## config.mk

```make
export PLATFORM = sky130hd
export DESIGN_NAME = tqle_front
export DESIGN_NICKNAME = d
export VERILOG_FILES = /design/src/hdl/tqle_pkg.sv /design/src/hdl/tqle_front.sv
export SDC_FILE = /design/constraint.sdc
export NUM_CORES = 1
export LEC_CHECK = 0
export ABC_CLOCK_PERIOD_IN_PS = 13000
export BUFFER_PORTS_ARGS = -buffer_cell sky130_fd_sc_hd__buf_2
export CAP_MARGIN = 15
export CORE_ASPECT_RATIO = 2
export CORE_MARGIN = 5
export CORE_UTILIZATION = 56
export CTS_BUF_LIST = sky130_fd_sc_hd__clkbuf_8
export CTS_CLUSTER_SIZE = 24
export DETAILED_ROUTE_END_ITERATION = 6
export PLACE_DENSITY = 0.93
export SLEW_MARGIN = 20
export SYNTH_ARGS = -nofsm -noshare
export SYNTH_HDL_FRONTEND = slang
export SYNTH_SLANG_ARGS = --single-unit
```

## constraint.sdc

```tcl
create_clock -name i_clk -period 13 [get_ports i_clk]
set_input_delay 1.3 -clock i_clk [delete_from_list [all_inputs] [get_ports i_clk]]
set_output_delay 1.3 -clock i_clk [all_outputs]
set_load 0.005 [all_outputs]
```

## src/hdl/tqle_pkg.sv

```systemverilog
`default_nettype none
// ----------------------------------------------------------------------------
// tqle_pkg
// Shared types and constants for the tabular Q-learning engine.
// ----------------------------------------------------------------------------
package tqle_pkg;

    localparam int unsigned REGIME_W  = 2;
    localparam int unsigned VOL_W     = 16;
    localparam int unsigned SENT_W    = 16;
    localparam int unsigned ACT_W     = 3;
    localparam int unsigned Q_W       = 32;
    localparam int unsigned RATE_W    = 24;
    localparam int unsigned FRAC16_W  = 16;
    localparam int unsigned SUM_W     = 48;
    localparam int unsigned CNT_W     = 32;
    localparam int unsigned CFG_IDX_W = 2;

    localparam logic [RATE_W-1:0] EXPLORE_RESET = 24'd5033165;
    localparam logic [FRAC16_W-1:0] LR_RESET    = 16'd6554;
    localparam logic [FRAC16_W-1:0] GAMMA_RESET = 16'd58982;
    localparam logic [RATE_W-1:0] FLOOR_RESET   = 24'd838861;
    localparam logic [RATE_W-1:0] DECAY_RESET   = 24'd16775538;

    typedef enum logic [CFG_IDX_W-1:0] {
        CFG_LR    = 2'd0,
        CFG_GAMMA = 2'd1,
        CFG_FLOOR = 2'd2,
        CFG_DECAY = 2'd3
    } t_cfg_idx;

    typedef enum logic {
        CMD_CHOOSE = 1'b0,
        CMD_APPLY  = 1'b1
    } t_cmd;

    // Item as passed from the front end to the back end
    typedef struct packed {
        t_cmd                    cmd;
        logic [15:0]             row;
        logic [ACT_W-1:0]        taken_action;
        logic                    taken_ok;
        logic signed [Q_W-1:0]   reward;
        logic [RATE_W-1:0]       explore_draw;
        logic [ACT_W-1:0]        random_action;
    } t_item;

endpackage
`default_nettype wire

```

## src/hdl/tqle_front.sv

```systemverilog
`default_nettype none
// ----------------------------------------------------------------------------
// tqle_front
// Accepts items, buckets the situation into a table row and queues the item.
// ----------------------------------------------------------------------------
module tqle_front
    import tqle_pkg::*;
#(
    parameter int unsigned NUM_ACTIONS = 5,
    parameter int unsigned NUM_REGIMES = 3,
    parameter int unsigned NUM_BUCKETS = 10
) (
    input  wire                    i_clk,
    input  wire                    i_rst_n,
    input  wire                    i_start,
    output logic                   o_busy,
    input  wire                    i_command,
    input  wire [REGIME_W-1:0]     i_regime,
    input  wire [VOL_W-1:0]        i_volatility,
    input  wire signed [SENT_W-1:0] i_sentiment,
    input  wire [ACT_W-1:0]        i_taken_action,
    input  wire signed [Q_W-1:0]   i_reward,
    input  wire [RATE_W-1:0]       i_explore_draw,
    input  wire [ACT_W-1:0]        i_random_action,
    output logic                   o_q_valid,
    output t_item                  o_q_item,
    input  wire                    i_q_pop
);
    localparam int unsigned BW = $clog2(NUM_BUCKETS) + 1;
    localparam int unsigned DEPTH = 2;

    // two-entry queue
    t_item         r_buf [DEPTH];
    logic          r_wp, r_rp;
    logic [1:0]    r_cnt;
    logic          s_acc;
    t_item         s_item;

    logic [VOL_W+4:0]   s_vmul;
    logic [VOL_W+4:0]   s_vb;
    logic signed [SENT_W+1:0] s_sadd;
    logic [SENT_W+5:0]  s_smul;
    logic [SENT_W+5:0]  s_sb;
    logic [REGIME_W-1:0] s_reg;
    logic [ACT_W-1:0]   s_rand;

    always_comb begin
        s_vmul = 21'(i_volatility) * 21'(NUM_BUCKETS);
        s_vb   = s_vmul >> 12;
        if (s_vb > 21'(NUM_BUCKETS - 1)) s_vb = 21'(NUM_BUCKETS - 1);
        s_sadd = 18'(i_sentiment) + 18'sd16384;
        s_smul = s_sadd[17] ? '0 : 22'(s_sadd[16:0]) * 22'(NUM_BUCKETS);
        s_sb   = s_smul >> 15;
        if (s_sb > 22'(NUM_BUCKETS - 1)) s_sb = 22'(NUM_BUCKETS - 1);
        s_reg  = (32'(i_regime) > NUM_REGIMES - 1) ? REGIME_W'(NUM_REGIMES - 1) : i_regime;
        // reduce the 3-bit action into range by repeated subtraction
        s_rand = i_random_action;
        for (int k = 0; k < 4; k++) begin
            if (32'(s_rand) >= NUM_ACTIONS) s_rand = s_rand - ACT_W'(NUM_ACTIONS);
        end
        s_item.cmd           = t_cmd'(i_command);
        s_item.row           = 16'(32'(s_reg) * NUM_BUCKETS * NUM_BUCKETS
                               + 32'(s_vb[BW-1:0]) * NUM_BUCKETS + 32'(s_sb[BW-1:0]));
        s_item.taken_action  = i_taken_action;
        s_item.taken_ok      = 32'(i_taken_action) < NUM_ACTIONS;
        s_item.reward        = i_reward;
        s_item.explore_draw  = i_explore_draw;
        s_item.random_action = s_rand;
    end

    assign o_busy    = (r_cnt == 2'(DEPTH));
    assign s_acc     = i_start && !o_busy;
    assign o_q_valid = (r_cnt != 2'd0);
    assign o_q_item  = r_buf[r_rp];

    always_ff @(posedge i_clk) begin
        if (s_acc) begin
            r_buf[r_wp] <= s_item;
        end
        if (!i_rst_n) begin
            r_wp  <= 1'b0;
            r_rp  <= 1'b0;
            r_cnt <= 2'd0;
        end else begin
            if (s_acc) r_wp <= ~r_wp;
            if (i_q_pop) r_rp <= ~r_rp;
            r_cnt <= r_cnt + 2'(s_acc) - 2'(i_q_pop);
        end
    end

    a_no_pop_empty: assert property (@(posedge i_clk) disable iff (!i_rst_n)
        i_q_pop |-> o_q_valid) else $error("pop from empty queue");
    a_cnt_range: assert property (@(posedge i_clk) disable iff (!i_rst_n)
        r_cnt <= 2'(DEPTH)) else $error("queue overfull");
    a_full_busy: assert property (@(posedge i_clk) disable iff (!i_rst_n)
        (r_cnt == 2'(DEPTH)) && !i_q_pop |=> o_busy) else $error("busy lost");
endmodule
`default_nettype wire

```

==> flow_summary.ini, run 1 <==
[worst_setup_path]
worstPathMaxFanout = 4
critical-path-slowest-cell = or4_1
cp_data_arrival_time_ps = 6090
critPathRequiredTime_ps = 13170
critPathTopFamily = adder cells
crit_buf_inv = 1
worstPathCellList = buf_2, ha_1, ha_1, a21oi_1, nor2_1, a211oi_1, a311oi_1, or4_1, nor2_1, ha_1, ha_1, fa_1, ha_1, ha_1, o21ai_0, a21boi_0, o21ai_0, nand2b_1, xor2_1
worst-r2r-setup-slack_ps = 11050
critPathKind = primary input to flop
cp-start-kind = primary input
critical-path-max-stage-delay_ps = 580
cpMostUsedCell = ha_1
cp-end-kind = flop

[sta]
max_freq_mhz = 169
timing.final.max_slew_violations = 0
final.hold.worst_slack_ps = 574
setup_repair_after_global_routing_missed_its_margin = false
worst_clock_skew_on_the_final_layout_ps = 11.3
slew_headroom_pct = 31.3
finalCriticalPeriod_ps = 5920
final-hold-violation-count = 0
timing_worst_slew_pin_value_ps = 1030
post-route-period-util_pct = 45.6
finalSetupTns_ps = 0
setup_violations = 0

[clocking]
post-cts-setup-buffers = 0
clock_latency_ps = 430
clockBufferDepth = 2
cts.htree.levels = 4
ctsResizeCount = 0
tritoncts = yes
cts.hold.buffers_added = 0
cts_buffers = 17
path_clk_slew_ps = 80
sink_count_of_the_clock_tree = 155
clk_root_buffer_cell = clkbuf_8

[routing]
drt_iter0_markers = 233
drt-wirelength-per-cell_um = 17.8
antenna_violating_nets_post_route = 0
routed_wirelength_mm = 16.3
vias_per_cell = 5.43
via_count = 4981
drc = 0
drt_first_pass_iters = 4

[die]
pin_count = 183
floorplan.rows = 61
floorplan.die.width_um = 93.4
initial_core_util_pct = 56.4
die_area_um2 = 16500
core_region_area_um2 = 13800
chipHeight_um = 177

[logic_synthesis]
synth-edff-count = 150
yosys-top-cells-area = edfxtp_1 58%, ha_1 13%, mux2_2 11%
synthesis.instances = 524
yosysWarnings = 0
post_synth.cell_area_avg_um2 = 14.9
synth_top_area_share_pct = 57.8
yosysUniqueCellTypes = 49
synth_top_cell_by_area = edfxtp_1
syn_area_um2 = 7790
ys_ff_latch = 155
synth_sequential_area_ratio_pct = 59.1
dominantRegCellSynth = edfxtp_1
postSynth.asyncResetShare_pct = 0

[final_layout]
synthToLayoutAreaGrowth_pct = 19.7
final_common_cell = buf_2
fin_nets = 905
drive_above_1_share_pct = 40.5
filler_cell_count = 959
commonest_cells_after_routing_fill_and_taps_aside = 177 x buf_2, 150 x edfxtp_1, 84 x ha_1, 75 x mux2_2, 28 x inv_1
diodes = 0

[pwr]
worst_ir_drop_vdd_mv = 0.109
power_leakage_nw = 3.89
power-per-cell-area_nw_per_um2 = 145

[grt]
gr-usage-met3_pct = 3.87
globalRouteTotalUtil_pct = 20.2
grt_pass1_vias = 5578
grt_start_max_net_pins = 76
met1_usage_pct = 18.9
overflow = 0
grt_pass1_wl_mm = 25.8
globalRoute.busiestLayer = met2
gr-usage-met2_pct = 40.0
number_of_antenna_violations_at_the_first_check_in_global_routing = 1

[placement]
place.detailed.hpwl_mm = 12.0
globalplace.congestion = 0.841
port_buffers = 177

[run_status]
run_status = finished, final reports clean

[run]
max-cap-violations = 0

[worst_hold_path]
hp-class = flop to flop
sequential cells by signal, indices dropped and copies added (netlist names), named ones only:
name / cells
r_buf: 150
r_cnt: 2
r_rp: 1
r_wp: 1
per-stage QoR:
| stage | util (%) | total power [mW] | std cells | cell area (um^2) | worst slack (ps) |
|---|---|---|---|---|---|
| finish | 67.6 | 1.36 | 917 | 9330 | 7080 |
| global route | 67.6 | 1.43 | 917 | 9330 | 6800 |
| CTS | 67.6 | 1.37 | 917 | 9330 | 7230 |
| detailed placement | 64.4 | 0.977 | 885 | 8900 | 6760 |
| global placement | 64.4 | 0.954 | 885 | 8900 | 7080 |
| floorplan | - | 0.857 | 532 | 7830 | 7370 |
report_power, final:
group	switching, mW	internal (mW)	leakage [nW]
clock network	0.194	0.198	0.225
registers	0.0253	0.639	1.44
logic	0.162	0.139	2.23
total	0.381	0.976	3.89
layer usage:
layer	routed length, um	share of wire [%]
met2	9450	58
met5	13	0.080
met3	802	4.9
met4	552	3.4
met1	5470	34
logic make-up after synthesis:
family	after synthesis	synth area share, %
buf+inv	41	2.22
compound gates	74	6.47
mux	75	10.8
xor+xnor	15	1.69
fa+ha+maj	89	14.8
simple gates	74	4.91
other cells	1	0.0481
flops	155	59.1
worst paths after layout:
path	to	depth (start not counted)	start
setup / recovery	r_buf[0][71]$_DFFE_PP_	19	i_volatility[6]
setup reg to reg	r_buf[0][42]$_DFFE_PP_	4	r_cnt[0]$_SDFF_PN0_
hold reg to reg	flop	2	r_rp$_SDFFE_PN0P_
hold / removal	flop	2	r_rp$_SDFFE_PN0P_
tightest hold or removal path, stage by stage (launching register included):
cell     delay [ps]
dfxtp_1         330
xor2_1           70
and2_1          140
synthesized netlist by cell type, drive strengths merged, types with 2 or more instances:
| library cell | count |
|---|---|
| edfxtp | 150 |
| or2 | 5 |
| a21oi | 19 |
| dfxtp | 5 |
| xnor2 | 12 |
| and3 | 4 |
| a21o | 6 |
| ha | 84 |
| or4 | 2 |
| a31oi | 3 |
| nor2b | 4 |
| buf | 5 |
| o21a | 7 |
| a211oi | 4 |
| and2 | 6 |
| nand2b | 4 |
| inv | 27 |
| mux2 | 75 |
| nand3 | 6 |
| o31ai | 3 |
| xor2 | 3 |
| nand2 | 13 |
| nor3 | 6 |
| o21ai | 16 |
| nor2 | 17 |
| a21boi | 2 |
| o211ai | 5 |
| nand4 | 3 |
| fa | 5 |
| clkbuf | 9 |
layout make-up:
class | count | area [um^2] | area share [%]
timing repair buffer | 178 | 893 | 9.57
multi-input combinational | 336 | 3060 | 32.8
sequential | 155 | 4610 | 49.4
inverter | 27 | 101 | 1.09
clock inverter | 15 | 200 | 2.14
tap | 189 | 236 | 2.53
clock buffer | 17 | 234 | 2.51
Power figures use the tool's default switching activity.
==> run 2, diff against run 1 <==
--- a/config.mk
+++ b/config.mk
@@ -5,7 +5,7 @@
 export SDC_FILE = /design/constraint.sdc
 export NUM_CORES = 1
 export LEC_CHECK = 0
-export ABC_CLOCK_PERIOD_IN_PS = 13000
+export ABC_CLOCK_PERIOD_IN_PS = 6150
 export BUFFER_PORTS_ARGS = -buffer_cell sky130_fd_sc_hd__buf_2
 export CAP_MARGIN = 15
 export CORE_ASPECT_RATIO = 2
==> constraint.sdc (replaced) <==
create_clock -name i_clk -period 6.15 [get_ports i_clk]
set_input_delay 0.615 -clock i_clk [delete_from_list [all_inputs] [get_ports i_clk]]
set_output_delay 0.615 -clock i_clk [all_outputs]
set_load 0.005 [all_outputs]
==> run 2 against run 1 <==
  * Worst hold slack worse by 200 ps
  * Sequential power grew 110%
  * Clock-buffer cell count unchanged
  * Design area hardly changed
  * Clock skew is essentially flat
  * Global-route usage is 0.36 points lower
  * Via count is 0.38% lower
  * Critical path depth increased by 1
  * Utilization hardly changed
  * Non-clock buffer count increased by 1
  * Critical path type unchanged
  * Largest cell class unchanged
==> flow_summary.ini, run 2 (same netlist as run 1, synthesis figures left out) <==
[run_status]
run_status = finished, final reports clean

[final_layout]
commonest_cells_after_routing_fill_and_taps_aside = 177 x buf_2, 150 x edfxtp_1, 84 x ha_1, 75 x mux2_2, 28 x inv_1
reg.largest.list = r_buf x150, r_cnt x2
fin_nets = 906
design_area_final_um2 = 9340
multi_input_gate_area_um2 = 3060
filler_cell_count = 957
final_common_cell = buf_2
top_register = r_buf
final-seq-area_um2 = 4610
diodes = 0
synthToLayoutAreaGrowth_pct = 19.8
fin_util_pct = 67.6
largest_reg_flops = 150
drive_above_1_share_pct = 40.6

[worst_setup_path]
worstPathMaxFanout = 4
critical-path-max-stage-delay_ps = 600
critical-path-slowest-cell = or4_1
critPathKind = primary input to flop
cp-end-kind = flop
cpMostUsedCell = ha_1
crit_buf_inv = 2
worst-r2r-setup-slack_ps = 3930
critPathTopFamily = adder cells
cp_data_arrival_time_ps = 5360
cp-start-kind = primary input
worstPathCellList = buf_2, ha_1, ha_1, a21oi_1, nor2_1, a211oi_1, a311oi_1, or4_1, nor2_1, ha_1, ha_1, fa_1, ha_1, ha_1, inv_1, o21ai_0, a21oi_1, o21bai_1, a21oi_1, xnor2_1
critPathRequiredTime_ps = 6320

[clocking]
tritoncts = yes
cts_buffers = 17
path_clk_slew_ps = 100
post-cts-setup-buffers = 0
cts.hold.buffers_added = 0
clockBufferDepth = 2
clock_latency_ps = 420
cts.htree.levels = 4
ctsResizeCount = 0
sink_count_of_the_clock_tree = 155
clk_root_buffer_cell = clkbuf_8

[worst_hold_path]
hp-class = primary input to flop

[placement]
port_buffers = 177
place.detailed.hpwl_mm = 12.0
post_dp_cell_area_um2 = 8900
globalplace.congestion = 0.850
detailedPlace.worstSlack_ps = 571

[die]
floorplan.rows = 61
chipHeight_um = 177
initial_core_util_pct = 56.4
floorplan.die.width_um = 93.4
core_region_area_um2 = 13800
die_area_um2 = 16500
pin_count = 183

[routing]
drt_first_pass_iters = 5
drt_iter0_markers = 197
drc = 0
antenna_violating_nets_post_route = 0
drt-wirelength-per-cell_um = 17.7
routed_wirelength_mm = 16.2
via_count = 4962
vias_per_cell = 5.41

[sta]
post-route-period-util_pct = 84.4
timing.final.max_slew_violations = 0
worst_clock_skew_on_the_final_layout_ps = 10.8
final.setup.worst_slack_ps = 959
setup_repair_after_global_routing_missed_its_margin = false
max_freq_mhz = 193
final-hold-violation-count = 0
finalSetupTns_ps = 0
timing_worst_slew_pin_value_ps = 1030
setup_violations = 0
slew_headroom_pct = 31.3
finalCriticalPeriod_ps = 5190

[pwr]
power_mw = 2.83
power_leakage_nw = 3.89
power-per-cell-area_nw_per_um2 = 303
worst_ir_drop_vdd_mv = 0.212

[grt]
grt_start_max_net_pins = 76
grt_pass1_wl_mm = 25.4
globalRouteTotalUtil_pct = 19.9
grt_pass1_vias = 5413
number_of_antenna_violations_at_the_first_check_in_global_routing = 1
overflow = 0

[run]
max-cap-violations = 0
-- run 2: cell count changes in the layout (fill, tap and decap cells not counted), sizes merged --
cell      previous run  this run
inv                 36        37
clkinv               3         2
bufinv               3         2
buf                178       179
clkinvlp             0         1
-- run 2: final timing paths --
kind	startpoint	to	cells past startpoint
worst min register to register	r_rp$_SDFFE_PN0P_	flop	2
worst max register to register	r_cnt[0]$_SDFF_PN0_	r_buf[0][67]$_DFFE_PP_	5
worst min-delay path	i_reward[23]	r_buf[1][50]$_DFFE_PP_	1
worst max-delay path	i_volatility[6]	r_buf[0][72]$_DFFE_PP_	20
-- run 2: worst reg2reg max path, stage by stage (launching register included) --
cell,delay (ps)
dfxtp_1,350
nand2b_1,160
nand2_1,130
nor2_4,470
buf_16,260
buf_4,470
-- run 2: area by class of cell --
class / count / area share, %
multi-input combinational: 336 / 32.8
sequential: 155 / 49.4
clock inverter: 15 / 1.88
timing repair buffer: 179 / 9.86
clock buffer: 17 / 2.51
inverter: 27 / 1.09
tap: 189 / 2.53
-- run 2: report_power, final --
| group | internal [mW] | switching (mW) | total, mW | leakage, nW |
|---|---|---|---|---|
| clock | 0.377 | 0.402 | 0.779 | 0.210 |
| combinational | 0.303 | 0.341 | 0.644 | 2.24 |
| sequential | 1.35 | 0.0540 | 1.40 | 1.44 |
| total | 2.03 | 0.797 | 2.83 | 3.89 |
-- run 2: layer usage --
metal	vias to the layer above	wire length, um	GRT usage (%)	share of wire [%]
li1	2371	-	-	-
met1	2363	5380	18.3	33
met2	187	9440	39.6	58
met3	39	886	3.70	5.5
met4	2	493	9.79	3.0
met5	-	12	0	0.074
-- run 2: per-stage QoR --
stage | instances | hold WS, ps
finish | 918 | 374
global route | 918 | 331
CTS | 917 | 335
detailed placement | 885 | 571
global placement | 885 | 561
floorplan | 532 | 542
